[src/rtl/rllv_pkg.sv]
// ----------------------------------------------------------------------------
// rllv_pkg: shared types and constants for the request-log line validator
// Position codes, verb codes and the timestamp template.
// ----------------------------------------------------------------------------
package rllv_pkg;

  localparam int unsigned STAMP_LEN       = 36;
  localparam logic [6:0]  SIGN_POS        = 7'd30;
  localparam logic [7:0]  TAG_RUN_MAX     = 8'd7;
  localparam logic [7:0]  BYTE_DIGITS_MAX = 8'd21;
  localparam logic [7:0]  SECS_DIGITS_MAX = 8'd10;
  localparam logic [7:0]  NANO_DIGITS     = 8'd9;
  localparam logic [63:0] BYTE_COUNT_MAX  = 64'd9223372036854775807;
  localparam logic [63:0] SECONDS_MAX     = 64'd2147483647;

  localparam logic [6:0] POS_FLOW_FIRST = 7'd36;
  localparam logic [6:0] POS_FLOW_RUN   = 7'd37;
  localparam logic [6:0] POS_FLOW_GRAPH = 7'd38;
  localparam logic [6:0] POS_VERB_FIRST = 7'd39;
  localparam logic [6:0] POS_VERB_REST  = 7'd40;
  localparam logic [6:0] POS_ALGO_FIRST = 7'd41;
  localparam logic [6:0] POS_ALGO_RUN   = 7'd42;
  localparam logic [6:0] POS_DIGEST     = 7'd43;
  localparam logic [6:0] POS_CHAT       = 7'd44;
  localparam logic [6:0] POS_BYTES      = 7'd45;
  localparam logic [6:0] POS_SECS       = 7'd46;
  localparam logic [6:0] POS_NANOS      = 7'd47;

  localparam logic [2:0] VERB_GET  = 3'd0;
  localparam logic [2:0] VERB_PUT  = 3'd1;
  localparam logic [2:0] VERB_GIVE = 3'd2;
  localparam logic [2:0] VERB_TAKE = 3'd3;
  localparam logic [2:0] VERB_EAT  = 3'd4;
  localparam logic [2:0] VERB_WRAP = 3'd5;
  localparam logic [2:0] VERB_ROLL = 3'd6;

  localparam logic [1:0] VERDICT_OK    = 2'd0;
  localparam logic [1:0] VERDICT_BAD   = 2'd1;
  localparam logic [1:0] VERDICT_EMPTY = 2'd2;

  typedef struct packed {
    logic [6:0]  pos;
    logic [7:0]  run;
    logic [2:0]  verb;
    logic [3:0]  chat;
    logic [63:0] num;
    logic        too_big;
    logic        failed;
    logic        seen;
  } rllv_state_t;

  function automatic logic [7:0] stamp_lo(input logic [6:0] p);
    case (p)
      7'd0:                         stamp_lo = "2";
      7'd4, 7'd7:                   stamp_lo = "-";
      7'd10, 7'd29:                 stamp_lo = " ";
      7'd13, 7'd16:                 stamp_lo = ":";
      7'd19:                        stamp_lo = ".";
      7'd35:                        stamp_lo = 8'h09;
      default:                      stamp_lo = "0";
    endcase
  endfunction

  function automatic logic [7:0] stamp_hi(input logic [6:0] p);
    case (p)
      7'd0:                         stamp_hi = "5";
      7'd4, 7'd7:                   stamp_hi = "-";
      7'd10, 7'd29:                 stamp_hi = " ";
      7'd13, 7'd16:                 stamp_hi = ":";
      7'd19:                        stamp_hi = ".";
      7'd35:                        stamp_hi = 8'h09;
      7'd5:                         stamp_hi = "1";
      7'd8:                         stamp_hi = "3";
      7'd11:                        stamp_hi = "2";
      7'd14, 7'd17:                 stamp_hi = "5";
      default:                      stamp_hi = "9";
    endcase
  endfunction

  function automatic logic [7:0] verb_char(input logic [2:0] v, input logic [1:0] i);
    logic [31:0] t;
    case (v)
      VERB_GET:  t = "get ";
      VERB_PUT:  t = "put ";
      VERB_GIVE: t = "give";
      VERB_TAKE: t = "take";
      VERB_EAT:  t = "eat ";
      VERB_WRAP: t = "wrap";
      default:   t = "roll";
    endcase
    verb_char = t[8'd31 - {i, 3'd0} -: 8];
  endfunction

  function automatic logic [7:0] verb_len(input logic [2:0] v);
    case (v)
      VERB_GET, VERB_PUT, VERB_EAT: verb_len = 8'd3;
      default:                      verb_len = 8'd4;
    endcase
  endfunction

  function automatic logic [7:0] verb_parts(input logic [2:0] v);
    case (v)
      VERB_GIVE: verb_parts = 8'd2;
      VERB_TAKE: verb_parts = 8'd3;
      default:   verb_parts = 8'd1;
    endcase
  endfunction

endpackage

[src/rtl/request_log_line_validator_top.sv]
// ----------------------------------------------------------------------------
// request_log_line_validator_top: request-log stream checker
// Parses tab-separated log lines byte by byte; verdict at end of stream.
// ----------------------------------------------------------------------------
//  channel | signals                            | direction
//  in      | in_valid, in_ready, cmd, data_byte | into block
//  out     | out_valid, out_ready, verdict      | out of block
//
//  One input transfer per cycle: the parser state updates in a single pass
//  through the byte step logic, so a byte is consumed each clock.
//  End of stream loads the output register and resets the parser state.
//  Input is only stalled while a verdict waits and a new end-of-stream
//  arrives; data bytes flow past a pending verdict.
//  rst (synchronous) clears the parser state and out_valid; verdict is not reset.
// ----------------------------------------------------------------------------
module request_log_line_validator_top #(
  parameter int GRAPH_RUN_MAX = 128
) (
  input  logic       clk,
  input  logic       rst,
  input  logic       in_valid,
  output logic       in_ready,
  input  logic [0:0] cmd,
  input  logic [7:0] data_byte,
  output logic       out_valid,
  input  logic       out_ready,
  output logic [1:0] verdict
);
  import rllv_pkg::*;

  rllv_state_t st, st_next, stepped;
  logic        take;

  rllv_step #(.GRAPH_RUN_MAX(GRAPH_RUN_MAX)) u_step (
    .cur (st),
    .c   (data_byte),
    .nxt (stepped)
  );

  // a pending verdict only blocks another end-of-stream transfer
  assign in_ready = !out_valid || out_ready || !cmd[0];
  assign take     = in_valid && in_ready;

  always_comb begin
    st_next = st;
    if (take) begin
      if (cmd[0]) st_next = '0;
      else        st_next = stepped;
    end
  end

  always_ff @(posedge clk) begin
    if (rst) begin
      st        <= '0;
      out_valid <= 1'b0;
    end else begin
      st <= st_next;
      if (take && cmd[0]) begin
        out_valid <= 1'b1;
      end else if (out_ready) begin
        out_valid <= 1'b0;
      end
    end
  end

  always_ff @(posedge clk) begin
    if (take && cmd[0]) begin
      if (st.failed)          verdict <= VERDICT_BAD;
      else if (!st.seen)      verdict <= VERDICT_EMPTY;
      else if (st.pos == 7'd0) verdict <= VERDICT_OK;
      else                    verdict <= VERDICT_BAD;
    end
  end

endmodule

[src/rtl/rllv_step.sv]
// ----------------------------------------------------------------------------
// rllv_step: next-state logic for one data byte
// Works out the parser state after one byte from the current state.
// ----------------------------------------------------------------------------
module rllv_step #(
  parameter int GRAPH_RUN_MAX = 128
) (
  input  rllv_pkg::rllv_state_t cur,
  input  logic [7:0]            c,
  output rllv_pkg::rllv_state_t nxt
);
  import rllv_pkg::*;

  localparam logic [7:0] GRAPH_MAX = 8'(GRAPH_RUN_MAX);

  logic        ok;
  logic [3:0]  d;
  logic [63:0] lim;
  logic [63:0] lim_div;
  logic [63:0] acc;
  logic        is_dig, is_low, is_graph;
  logic [2:0]  vsel;
  logic [7:0]  run_inc;

  assign is_dig   = (c >= "0") && (c <= "9");
  assign is_low   = (c >= "a") && (c <= "z");
  assign is_graph = (c >= 8'h21) && (c <= 8'h7e);
  assign d        = c[3:0];
  assign lim      = (cur.pos == POS_BYTES) ? BYTE_COUNT_MAX : SECONDS_MAX;
  // (limit - d) / 10 per digit: constant limits, so a small table
  always_comb begin
    case ({cur.pos == POS_BYTES, d})
      5'b1_0000, 5'b1_0001, 5'b1_0010, 5'b1_0011, 5'b1_0100, 5'b1_0101,
      5'b1_0110, 5'b1_0111: lim_div = BYTE_COUNT_MAX / 10;
      5'b1_1000, 5'b1_1001: lim_div = BYTE_COUNT_MAX / 10 - 64'd1;
      5'b0_1000, 5'b0_1001: lim_div = SECONDS_MAX / 10 - 64'd1;
      default:              lim_div = SECONDS_MAX / 10;
    endcase
  end
  assign acc     = (cur.num << 3) + (cur.num << 1) + {60'd0, d};
  assign vsel    = (cur.verb > VERB_ROLL) ? VERB_GET : cur.verb;
  assign run_inc = cur.run + 8'd1;

  always_comb begin
    nxt = cur;
    nxt.seen = 1'b1;
    ok = 1'b0;
    if (cur.pos < 7'(STAMP_LEN)) begin
      ok = (cur.pos == SIGN_POS) ? (c == "+" || c == "-")
                                 : (c >= stamp_lo(cur.pos) && c <= stamp_hi(cur.pos));
      nxt.pos = cur.pos + 7'd1;
    end else begin
      case (cur.pos)
        POS_FLOW_FIRST, POS_ALGO_FIRST: begin
          ok = is_low;
          nxt.pos = cur.pos + 7'd1;
          nxt.run = 8'd0;
        end
        POS_FLOW_RUN, POS_ALGO_RUN: begin
          if (c == ((cur.pos == POS_FLOW_RUN) ? "~" : ":")) begin
            ok = 1'b1;
            nxt.pos = cur.pos + 7'd1;
            nxt.run = 8'd0;
          end else begin
            ok = (is_low || is_dig) && (cur.run < TAG_RUN_MAX);
            nxt.run = run_inc;
          end
        end
        POS_FLOW_GRAPH, POS_DIGEST: begin
          if (c == 8'h09) begin
            ok = 1'b1;
            nxt.pos = cur.pos + 7'd1;
            nxt.run = 8'd0;
            nxt.chat = 4'd0;
          end else begin
            ok = is_graph && (cur.run < GRAPH_MAX);
            nxt.run = run_inc;
          end
        end
        POS_VERB_FIRST: begin
          ok = 1'b1;
          nxt.run = 8'd1;
          nxt.pos = POS_VERB_REST;
          case (c)
            "g":     nxt.verb = VERB_GET;
            "p":     nxt.verb = VERB_PUT;
            "t":     nxt.verb = VERB_TAKE;
            "e":     nxt.verb = VERB_EAT;
            "w":     nxt.verb = VERB_WRAP;
            "r":     nxt.verb = VERB_ROLL;
            default: ok = 1'b0;
          endcase
        end
        POS_VERB_REST: begin
          if (cur.run < verb_len(vsel) && verb_char(vsel, cur.run[1:0]) == c) begin
            ok = 1'b1;
            nxt.run = run_inc;
          end else if (vsel == VERB_GET && cur.run == 8'd1 && c == "i") begin
            ok = 1'b1;
            nxt.verb = VERB_GIVE;
            nxt.run = 8'd2;
          end else if (cur.run == verb_len(vsel) && c == 8'h09) begin
            ok = 1'b1;
            nxt.pos = POS_ALGO_FIRST;
          end
        end
        POS_CHAT: begin
          case (cur.chat)
            4'd0: begin
              ok = (c == "o") || (c == "n");
              nxt.chat = (c == "o") ? 4'd1 : 4'd3;
            end
            4'd1: begin
              ok = (c == "k");
              nxt.chat = 4'd2;
            end
            4'd2: begin
              if (c == 8'h09) begin
                ok = 1'b1;
                nxt.pos = POS_BYTES;
                nxt.run = 8'd0;
                nxt.num = 64'd0;
                nxt.too_big = 1'b0;
              end else begin
                nxt.run = run_inc;
                ok = (c == ",") && (run_inc < verb_parts(vsel));
                nxt.chat = 4'd0;
              end
            end
            4'd3: begin
              ok = (c == "o");
              nxt.chat = 4'd4;
            end
            4'd4: begin
              ok = (c == 8'h09);
              nxt.pos = POS_BYTES;
              nxt.run = 8'd0;
              nxt.num = 64'd0;
              nxt.too_big = 1'b0;
            end
            default: ok = 1'b0;
          endcase
        end
        POS_BYTES, POS_SECS: begin
          if (c == ((cur.pos == POS_BYTES) ? 8'h09 : ".")) begin
            ok = !cur.too_big;
            nxt.pos = cur.pos + 7'd1;
            nxt.run = 8'd0;
            nxt.num = 64'd0;
            nxt.too_big = 1'b0;
          end else begin
            ok = is_dig && (cur.run < ((cur.pos == POS_BYTES) ? BYTE_DIGITS_MAX
                                                              : SECS_DIGITS_MAX));
            nxt.run = run_inc;
            if (cur.too_big || cur.num > lim_div || {60'd0, d} > lim)
              nxt.too_big = 1'b1;
            else
              nxt.num = acc;
          end
        end
        POS_NANOS: begin
          if (c == 8'h0a && cur.run == NANO_DIGITS) begin
            ok = 1'b1;
            nxt.pos = 7'd0;
            nxt.run = 8'd0;
          end else begin
            ok = is_dig && (cur.run < NANO_DIGITS);
            nxt.run = run_inc;
          end
        end
        default: ok = 1'b0;
      endcase
    end
    if (cur.failed || !ok) begin
      nxt = cur;
      nxt.seen = 1'b1;
      nxt.failed = 1'b1;
    end
  end

endmodule

[config.mk]
export PLATFORM = sky130hd
export DESIGN_NAME = request_log_line_validator_top
export DESIGN_NICKNAME = d
export VERILOG_FILES = /design/src/rtl/rllv_pkg.sv /design/src/rtl/request_log_line_validator_top.sv /design/src/rtl/rllv_step.sv
export SDC_FILE = /design/constraint.sdc
export NUM_CORES = 1
export LEC_CHECK = 0
export BUFFER_PORTS_ARGS = -buffer_cell sky130_fd_sc_hd__buf_2
export CAP_MARGIN = 20
export CORE_MARGIN = 2
export CORE_UTILIZATION = 28
export DETAILED_ROUTE_END_ITERATION = 6
export PLACE_DENSITY = 0.41
export SLEW_MARGIN = 10
export SYNTH_ARGS = -nofsm -noshare
export SYNTH_HDL_FRONTEND = slang
export SYNTH_SLANG_ARGS = --single-unit
[constraint.sdc]
create_clock -name clk -period 12 [get_ports clk]
set_clock_uncertainty 0.15 [all_clocks]
set_input_delay 2.4 -clock clk [delete_from_list [all_inputs] [get_ports clk]]
set_output_delay 2.4 -clock clk [all_outputs]
set_load 0.01 [all_outputs]
Word-level counts from Yosys, hierarchy flattened --
Memories as Yosys holds them, arrays and structs flattened. A register that Yosys moved wholly into a read port is not among the register bits. Index checks and enable logic that the tools add are counted. Widths: inputs -> output; s select.
Cells by class: add/subtract/negate cells 5, multiply operators 0, divide/modulo/power cells 0, $lt $le $gt $ge 18, eq/ne operators 73, shift-type cells 1, mux-type cells 77, bitwise operators 0, reduce and logical (&&, ||, !) cells 54
Operators with widths (count):
- $pmux 65 s2 | 2
- $mux 89 | 2
- $pmux 29 s6 | 1
- $mux 8 | 18
- $mux 65 | 2
- $pmux 15 s8 | 1
- $eq 7x6->1 const B | 13
- $eq 8x7->1 const B | 10
- $mux 80 | 1
- $mux 7 | 10
- $add 64x4->64 | 1
- $add 64x64->64 | 1
- $gt 4x64->1 | 1
- $gt 64x64->1 | 1
- $mux 32 | 2
- $mux 64 | 1
- $mux 63 | 1
- $shiftx 39x9->8 | 1
- $pmux 6 s6 | 1
- $eq 8x8->1 | 4
- $pmux 15 s2 | 1
- $eq 7x5->1 const B | 4
- $ne 4x2->1 const B | 7
- $reduce_and 7->1 | 4
- other kinds (65) | 138
Storage, ports and cells: flip-flop bits (word level) 92, bits in latches 0, memory bits (writable) 0, memory bits (read-only) 992, input port bits 13, output and inout port bits 4, word-level logic and storage cells 240, memories 2
Memory list:
- (name not given) | depth 32, bits a word 19, rd ports 1, clocked after memory_dff 0, write ports 0, RTL line rllv_step.sv:32 | case ({cur.pos == POS_BYTES, d})
- (name not given) | depth 64, bits a word 6, rd ports 1, clocked after memory_dff 1, write ports 0, RTL line rllv_pkg.sv:65 | case (p)

Depth between registers and ports, before layout --
Gate-level depths: netlist (run 1).
depth after elaboration 25, depth in mapped cells 24, mapped depth without buffers 23

Modules after synthesis --
A second synthesis (run 1) with hierarchy kept.
Second synthesis, totals: cells, all modules 1559, area total of the unflattened synthesis 11693.7 µm²
By module, submodules not included:
- rllv_step | instances 1, cells each 1348, area an instance 8887.3 µm², seq. area each 0.0 µm²
- request_log_line_validator_top | instances 1, cells each 211, area an instance 2806.4 µm², seq. area each 1861.8 µm²

Worst setup path after synthesis (run 1) --
Ideal clock, no wire load.
kind input port to flip-flop, start input data_byte[1], end register st[50] (netlist name), library setup time 117 ps, data arrival time 5860 ps, data required time 11733 ps, path slack 5873 ps, stages on the path 17, path buffers 3, cells stage by stage clkbuf_1 o21ai_0 nand2_1 ha_1 o21ai_0 nand2b_1 a2111oi_0 o21ai_0 a21o_1 a211oi_1 a31oi_1 a211o_1 a311o_1 clkbuf_1 and2_1 clkbuf_1 a22o_1
Between the ends: word-level cells in the longest chain between the ends 11, elaborated cells between the ends (all ways) 74, classes of those cells add/sub (1); order compare (10); eq/ne (21); mux (19); reduce/logical (22); memory (1)
Ends and longest elaborated chain:
- start: declaration | RTL line request_log_line_validator_top.sv:24 | input logic [7:0] data_byte,
- branches (longest 11 deep; another with $gt 64x64->1)
- end signal: assignment | RTL line request_log_line_validator_top.sv:57 | st <= st_next;
- end: declaration | RTL line request_log_line_validator_top.sv:31 | rllv_state_t st, st_next, stepped;
Parallel ways; which one is timed is not known. The select of a mux whose other input is x is not followed. A chain may end at the register's enable or synchronous reset.

Worst setup path after layout (run 1) --
start input data_byte[2], end register st[50] (netlist name)
Same word-level chain as after synthesis.

==> impl_metrics.tcl, run 1 <==
set metrics [dict create \
    hpwlAfterDp_um 25410 \
    grt.overflow.total 0 \
    final_nets 1606 \
    end_kind "flip-flop" \
    port_buffers 16 \
    start_kind "input pin" \
    drt_first_iter_violations 615 \
    yosys.area.top_type "ha_1" \
    numClockSinks 97 \
    fin_crit_ns 7.270 \
    syn_nets 1658 \
    core_um2 38920 \
    crit_type "input pin to flip-flop" \
    tightest_slew_ns 0.8903 \
    wl_per_cell_um 17.22 \
    layout_commonest_cell "ha_1" \
    hold_viol 0 \
    final.setup.tns_ns 0 \
    clock_latency_ns 0.36 \
    initial_core_util 0.2857 \
    fin_crit_sh 0.6058 \
    yosys.area.top_type_share 0.1992 \
    ant_nets 0 \
    status "completed" \
    yosys-top-cells-area "ha_1, dfxtp_1, a21oi_1" \
    insertedDiodeCount 0 \
    powerDensity_nw_per_um2 57.85 \
    setup_violations 0 \
    setup_ws_ns 4.730 \
    p_int_uw 507.8 \
    die_width_um 203.3 \
    cts_setup_buffers 0 \
    drcViolationCount 0 \
    ios 17 \
    syn_avg_cell_area_um2 7.584 \
    ys_ff_latch 97 \
    synth-async-reset-ratio 0 \
    syn_area_um2 11120 \
    drive_gt1_frac 0.04158 \
    vias_per_cell 5.433 \
    slew_viol_final 0 \
    num_vias 10520 \
    clockBufferDepth 2 \
    switching_share 0.2593 \
    clkTransAtPathRegs_ns 0.07 \
    leakage_nw 5.192 \
    max_freq_mhz 137.6 \
    numCtsBuffers 9 \
    rows 72 \
    worstPathArrival_ns 7.42 \
    grt_pass1_wl_um 54250 \
    min_path_type "flip-flop to flip-flop" \
    ctsResizeCount 0 \
    cts_root_buf "clkbuf_16" \
    dp_slack_ns 4.418 \
    drtPass1Iterations 5 \
    routed_wl_um 33360 \
    antenna_found_initial 0 \
    syn_to_final_growth_pct 6.572 \
    dieArea_um2 41320 \
    power.clock.fraction 0.453 \
    cap_violations 0 \
    cp.required_ns 12.15 \
    final_cell_mix "ha_1, a21oi_1, nor2_1" \
    grt_max_degree 90 \
    syn_inst 1466 \
    cp_max_fo 89 \
    peakVddDrop_v 0.00006504 \
    grt_pass1_vias 10110 \
    ys_types 93 \
    synth-seq-area-share 0.1765 \
    cts_hold_buf 0 \
    comb_power_share 0.072 \
    gp_congestion 0.8168 \
    synth_edf_count 2 \
    p_seq_frac 0.475 \
    rsz0062_at_grt "no" \
    finish.utilization 0.3045 \
    fp.dieH_um 203.3 \
    synthFlopType "dfxtp_1" \
    power_switching_uw 177.7 \
    relSlewSlack 0.4065 \
    yosys_warnings 0 \
    grt.total_usage 0.1609 \
    h-tree-depth 3 \
    cts_tree "done" \
]
==> flip-flops by register name, indices dropped and copies added, names as in the netlist, named ones only <==
signal / flops
out_valid: 1
st: 88
verdict: 2
==> Yosys cell counts (all sizes together), types with 6 or more instances <==
| cell | instances |
|---|---|
| ha | 177 |
| nor3 | 77 |
| a211oi | 15 |
| a22oi | 6 |
| dfxtp | 95 |
| buf | 21 |
| nor2b | 19 |
| nor3b | 10 |
| o21bai | 6 |
| o22ai | 7 |
| or3 | 20 |
| o211ai | 10 |
| nand3b | 7 |
| nor2 | 147 |
| or4b | 6 |
| nand3 | 32 |
| xor2 | 30 |
| nand2b | 25 |
| a21oi | 154 |
| and2 | 10 |
| o21a | 16 |
| nand4 | 23 |
| and3 | 19 |
| a221oi | 6 |
| nor4 | 20 |
| o31ai | 8 |
| or4 | 6 |
| clkbuf | 62 |
| inv | 39 |
| a21o | 62 |
| a31oi | 18 |
| xnor2 | 38 |
| o21ai | 72 |
| mux2i | 7 |
| nand2 | 95 |
==> layer usage <==
metal	track usage	routed length, um	part of all wire	vias to the layer above
li1	-	-	-	5371
met1	0.2226	16470	0.49	4957
met2	0.2685	15500	0.46	165
met3	0.01534	899	0.027	30
met4	0.03884	486	0.015	0
met5	0	0	0	-
==> final cells by class <==
class	instances	area, um^2
tap	518	648.1
sequential	97	1962
fill	4252	27070
clock buffer	10	239.0
clock inverter	6	72.57
inverter	39	146.4
timing repair buffer	20	110.1
multi-input combinational	1247	8671
==> power by group through the flow <==
stage          clock (mW)  combinational, mW  sequential [mW]
6_report            0.311             0.0490            0.326
2_1_floorplan           0             0.0334            0.333
5_1_grt             0.334             0.0546            0.326
3_5_place_dp            0             0.0492            0.333
4_1_cts             0.325             0.0494            0.326
3_3_place_gp            0             0.0490            0.333
==> logic make-up after synthesis <==
kind of cell,synth area share
flip-flops,0.1765
XOR/XNOR,0.05357
AND/OR/NAND/NOR,0.2530
adder cells (fa/ha/maj),0.2028
multiplexers,0.006302
AO/OA/AOI/OAI,0.2637
buffers and inverters,0.04423
==> stage by stage <==
| step | hold slack [ns] | cells | cell area [um^2] | power (mW) |
|---|---|---|---|---|
| after floorplan | 0.2703 | 1466 | 11120 | 0.3662 |
| after global placement | 0.2852 | 1920 | 11530 | 0.3825 |
| after detailed placement | 0.2943 | 1920 | 11530 | 0.3826 |
| after CTS | 0.3079 | 1936 | 11840 | 0.6998 |
| after global routing | 0.3256 | 1937 | 11850 | 0.7150 |
| final | 0.3071 | 1937 | 11850 | 0.6855 |
==> worst paths after layout <==
check / startpoint / end / slack, ns / cells after the start
max: data_byte[2] / st[50]$_SDFFE_PP0P_ / 4.73 / 17
min: st[66]$_SDFFE_PP0P_ / st[66]$_SDFFE_PP0P_ / 0.31 / 2
max reg2reg: st[84]$_SDFFE_PP0N_ / st[50]$_SDFFE_PP0P_ / 5.62 / 18
min reg2reg: st[66]$_SDFFE_PP0P_ / st[66]$_SDFFE_PP0P_ / 0.31 / 2
==> critical path, stage by stage <==
cell and delay (ns):
buf_2 0.40, o21ai_0 0.20, nand2_1 0.53, ha_1 0.37, o21ai_0 0.08, nand2b_1 0.07, a2111oi_0 0.40, o21ai_0 0.14
a21o_1 0.20, a211oi_1 0.25, a31oi_1 0.07, a211o_1 0.32, a311o_2 0.58, buf_4 0.44, or3_1 0.62, nor2_1 0.15
a22o_1 0.12
Power figures use the tool's default switching activity.
==> inputs of run 2 (changes only) <==
ABC_AREA = 1   (was default)
PLACE_DENSITY = 0.42   (was 0.41)
clock period = 6.1 ns   (was 12 ns; I/O delays follow)
==> run 2 against run 1 <==
Core utilization is 0.20 points higher. Worst hold slack better by 0.040 ns. Largest cell class unchanged. Area after synthesis is 4.9% higher. Global-route usage grew 2.4 points. Non-clock buffer count is 3 higher. Flip-flop and latch count stayed put. Highest routed layer unchanged. Setup slack worse by 3.7 ns.
==> impl_metrics.tcl, run 2 <==
set metrics [dict create \
    cts_setup_buffers 0 \
    synth_compound_gate_area_share 0.2336 \
    drt_first_iter_violations 840 \
    yosys_warnings 0 \
    fin_crit_sh 0.8364 \
    worstPathArrival_ns 5.29 \
    yosys.area.top_type "ha_1" \
    leakage_nw 6.148 \
    yosys.area_share.simple 0.2905 \
    cts_tree "done" \
    powerDensity_nw_per_um2 133.8 \
    crit_chain "buf_2 > fa_1 > inv_1 > fa_1 > o21ai_0 > a21oi_1 > o21ai_2 > a21oi_1 > o21ai_2 > nand3_1 > nand2_1 > nand2_1 > nand2_1 > nand2_1 > and3_1 > o21ai_0 > nor2_1 > nor2_1 > a21oi_1 > nor2_1" \
    crit_path_frequent_cell "nand2_1" \
    hpwlAfterDp_um 31350 \
    rows 74 \
    fp.dieH_um 208.1 \
    yosys-top-cells-area "ha_1, dfxtp_1, nand2_1" \
    h-tree-depth 3 \
    drtPass1Iterations 7 \
    drcViolationCount 0 \
    antenna_found_initial 0 \
    slowest_stage "fa_1" \
    syn_inst 1848 \
    peakVddDrop_v 0.0001355 \
    cp.required_ns 6.28 \
    start_kind "input pin" \
    numCtsBuffers 9 \
    clock_latency_ns 0.39 \
    critPathMaxStageDelay_ns 0.59 \
    critical_path.top_delay_family "compound AO/OA/AOI/OAI gates" \
    drive_gt1_frac 0.05793 \
    ant_nets 0 \
    layout_commonest_cell "nand2_1" \
    yosysMostFrequentCell "nand2_1" \
    ios 17 \
    setup_violations 0 \
    end_kind "flip-flop" \
    clkTransAtPathRegs_ns 0.08 \
    fin_crit_ns 5.102 \
    cts_hold_buf 0 \
    rsz0062_at_grt "no" \
    synth_top_family_by_area "simple AND/OR/NAND/NOR gates" \
    crit_type "input pin to flip-flop" \
    grt.total_usage 0.1850 \
    final.setup.tns_ns 0 \
    hold_viol 0 \
    ys_types 61 \
    synth-xor-area-share 0.01502 \
    cts_root_buf "clkbuf_16" \
    clockBufferDepth 2 \
    p_total_mw 1.679 \
    r2r.worst_path.cells 29 \
    fill_cells 4620 \
    cap_violations 0 \
    synth_edf_count 2 \
    status "completed" \
    routed_wl_um 39740 \
    fin_area_um2 12540 \
    yosys.area.top_type_share 0.1899 \
    ctsResizeCount 0 \
    whs_path_depth 2 \
    port_buffers 16 \
    final_cell_mix "nand2_1, nor2_1, inv_1" \
    ys_ff_latch 97 \
    grt_pass1_wl_um 64580 \
    grt_max_degree 69 \
    syn_avg_cell_area_um2 6.309 \
    syn_nets 2040 \
    vias_per_cell 5.096 \
    min_path_type "flip-flop to flip-flop" \
    slew_viol_final 0 \
    largestRegisters "st (88), verdict (2), out_valid (1)" \
    cp_max_fo 11 \
    synthAdderAreaFrac 0.1934 \
    grt.overflow.total 0 \
    synth-async-reset-ratio 0 \
    initial_core_util 0.2849 \
    die_width_um 208.1 \
    max_freq_mhz 196.0 \
    syn_area_um2 11660 \
    gp_congestion 0.9205 \
    final_nets 2034 \
    insertedDiodeCount 0 \
    largest-register "st" \
    synthMuxAreaShare 0 \
    synthFlopType "dfxtp_1" \
    core_um2 40920 \
    largest_register_ffs 88 \
    critPathBufInv 2 \
    post_dp_cell_area_um2 12240 \
    synth-seq-area-share 0.1683 \
    cp_num_cells 20 \
    tightest_slew_ns 1.063 \
    dieArea_um2 43290 \
    setup_ws_ns 0.9979 \
    grt_pass1_vias 11730 \
    wl_per_cell_um 16.70 \
    num_vias 12120 \
    ys_top_cells_by_count "nand2_1, nor2_1, inv_1" \
    syn_to_final_growth_pct 7.555 \
    relSlewSlack 0.2845 \
    dp_slack_ns 0.6266 \
    numClockSinks 97 \
]
[run 2: cell count changes in the layout (fill, tap and decap cells not counted), moves of 19 or more]
cell	delta
o21ai_1	+26
nor2_1	+139
or3_1	-20
nand2_1	+209
o21ai_0	+66
nor3_1	-42
xnor2_1	-31
a21oi_1	+51
nand2b_1	-25
nor2b_1	-19
inv_1	+190
a21o_1	-56
nand3_1	+48
[run 2: layer usage]
metal / up-vias / global-route usage / part of all wire / wire length, um
met1: 5564 / 0.2762 / 0.53 / 21120
met5: - / 0 / 0 / 0
met4: 0 / 0.05527 / 0.019 / 762
met3: 30 / 0.01585 / 0.034 / 1361
li1: 6280 / - / - / -
met2: 250 / 0.2799 / 0.42 / 16500
[run 2: tightest hold or removal path, delay by kind of cell, from the launching register on]
family          cells  cell delay [ns]
flops               1             0.35
compound gates      1             0.05
buf+inv             1             0.06
[run 2: report_power, final]
group | internal (mW) | total (mW) | switching (mW)
registers | 0.660 | 0.694 | 0.0341
clock network | 0.331 | 0.639 | 0.307
logic | 0.117 | 0.346 | 0.229
total | 1.11 | 1.68 | 0.571
[run 2: final timing paths]
kind                  startpoint  slack [ns]                  end
max reg2reg  st[73]$_SDFFE_PP0P_        1.06            flip-flop
min          st[23]$_SDFFE_PP0P_        0.35  st[23]$_SDFFE_PP0P_
min reg2reg  st[23]$_SDFFE_PP0P_        0.35  st[23]$_SDFFE_PP0P_
max                 data_byte[3]         1.0  st[65]$_SDFFE_PP0P_
[run 2: area by class of cell]
class	count	area, um^2	share of cell area
flip-flops and latches	97	1962	0.1564
clock inverters	6	65.06	0.005188
clock buffers	10	239.0	0.01906
inverters	246	928.4	0.07403
well taps	532	665.6	0.05308
repair buffers	23	132.6	0.01058
multi-input cells	1465	8548	0.6816
[run 2: metrics by stage]
| step | utilization | instances | hold WS [ns] |
|---|---|---|---|
| 6_report | 0.3064 | 2379 | 0.3468 |
| 5_1_grt | 0.3064 | 2379 | 0.3824 |
| 4_1_cts | 0.3064 | 2379 | 0.3509 |
| 3_5_place_dp | 0.2990 | 2363 | 0.3371 |
| 3_3_place_gp | 0.2990 | 2363 | 0.3380 |
| 2_1_floorplan | - | 1848 | 0.3072 |
[run 2: cells by family after synthesis]
kind of cell,Yosys count
compound gates,477
fa+ha+maj,179
simple gates,789
flops,97
xor+xnor,20
buf+inv,286
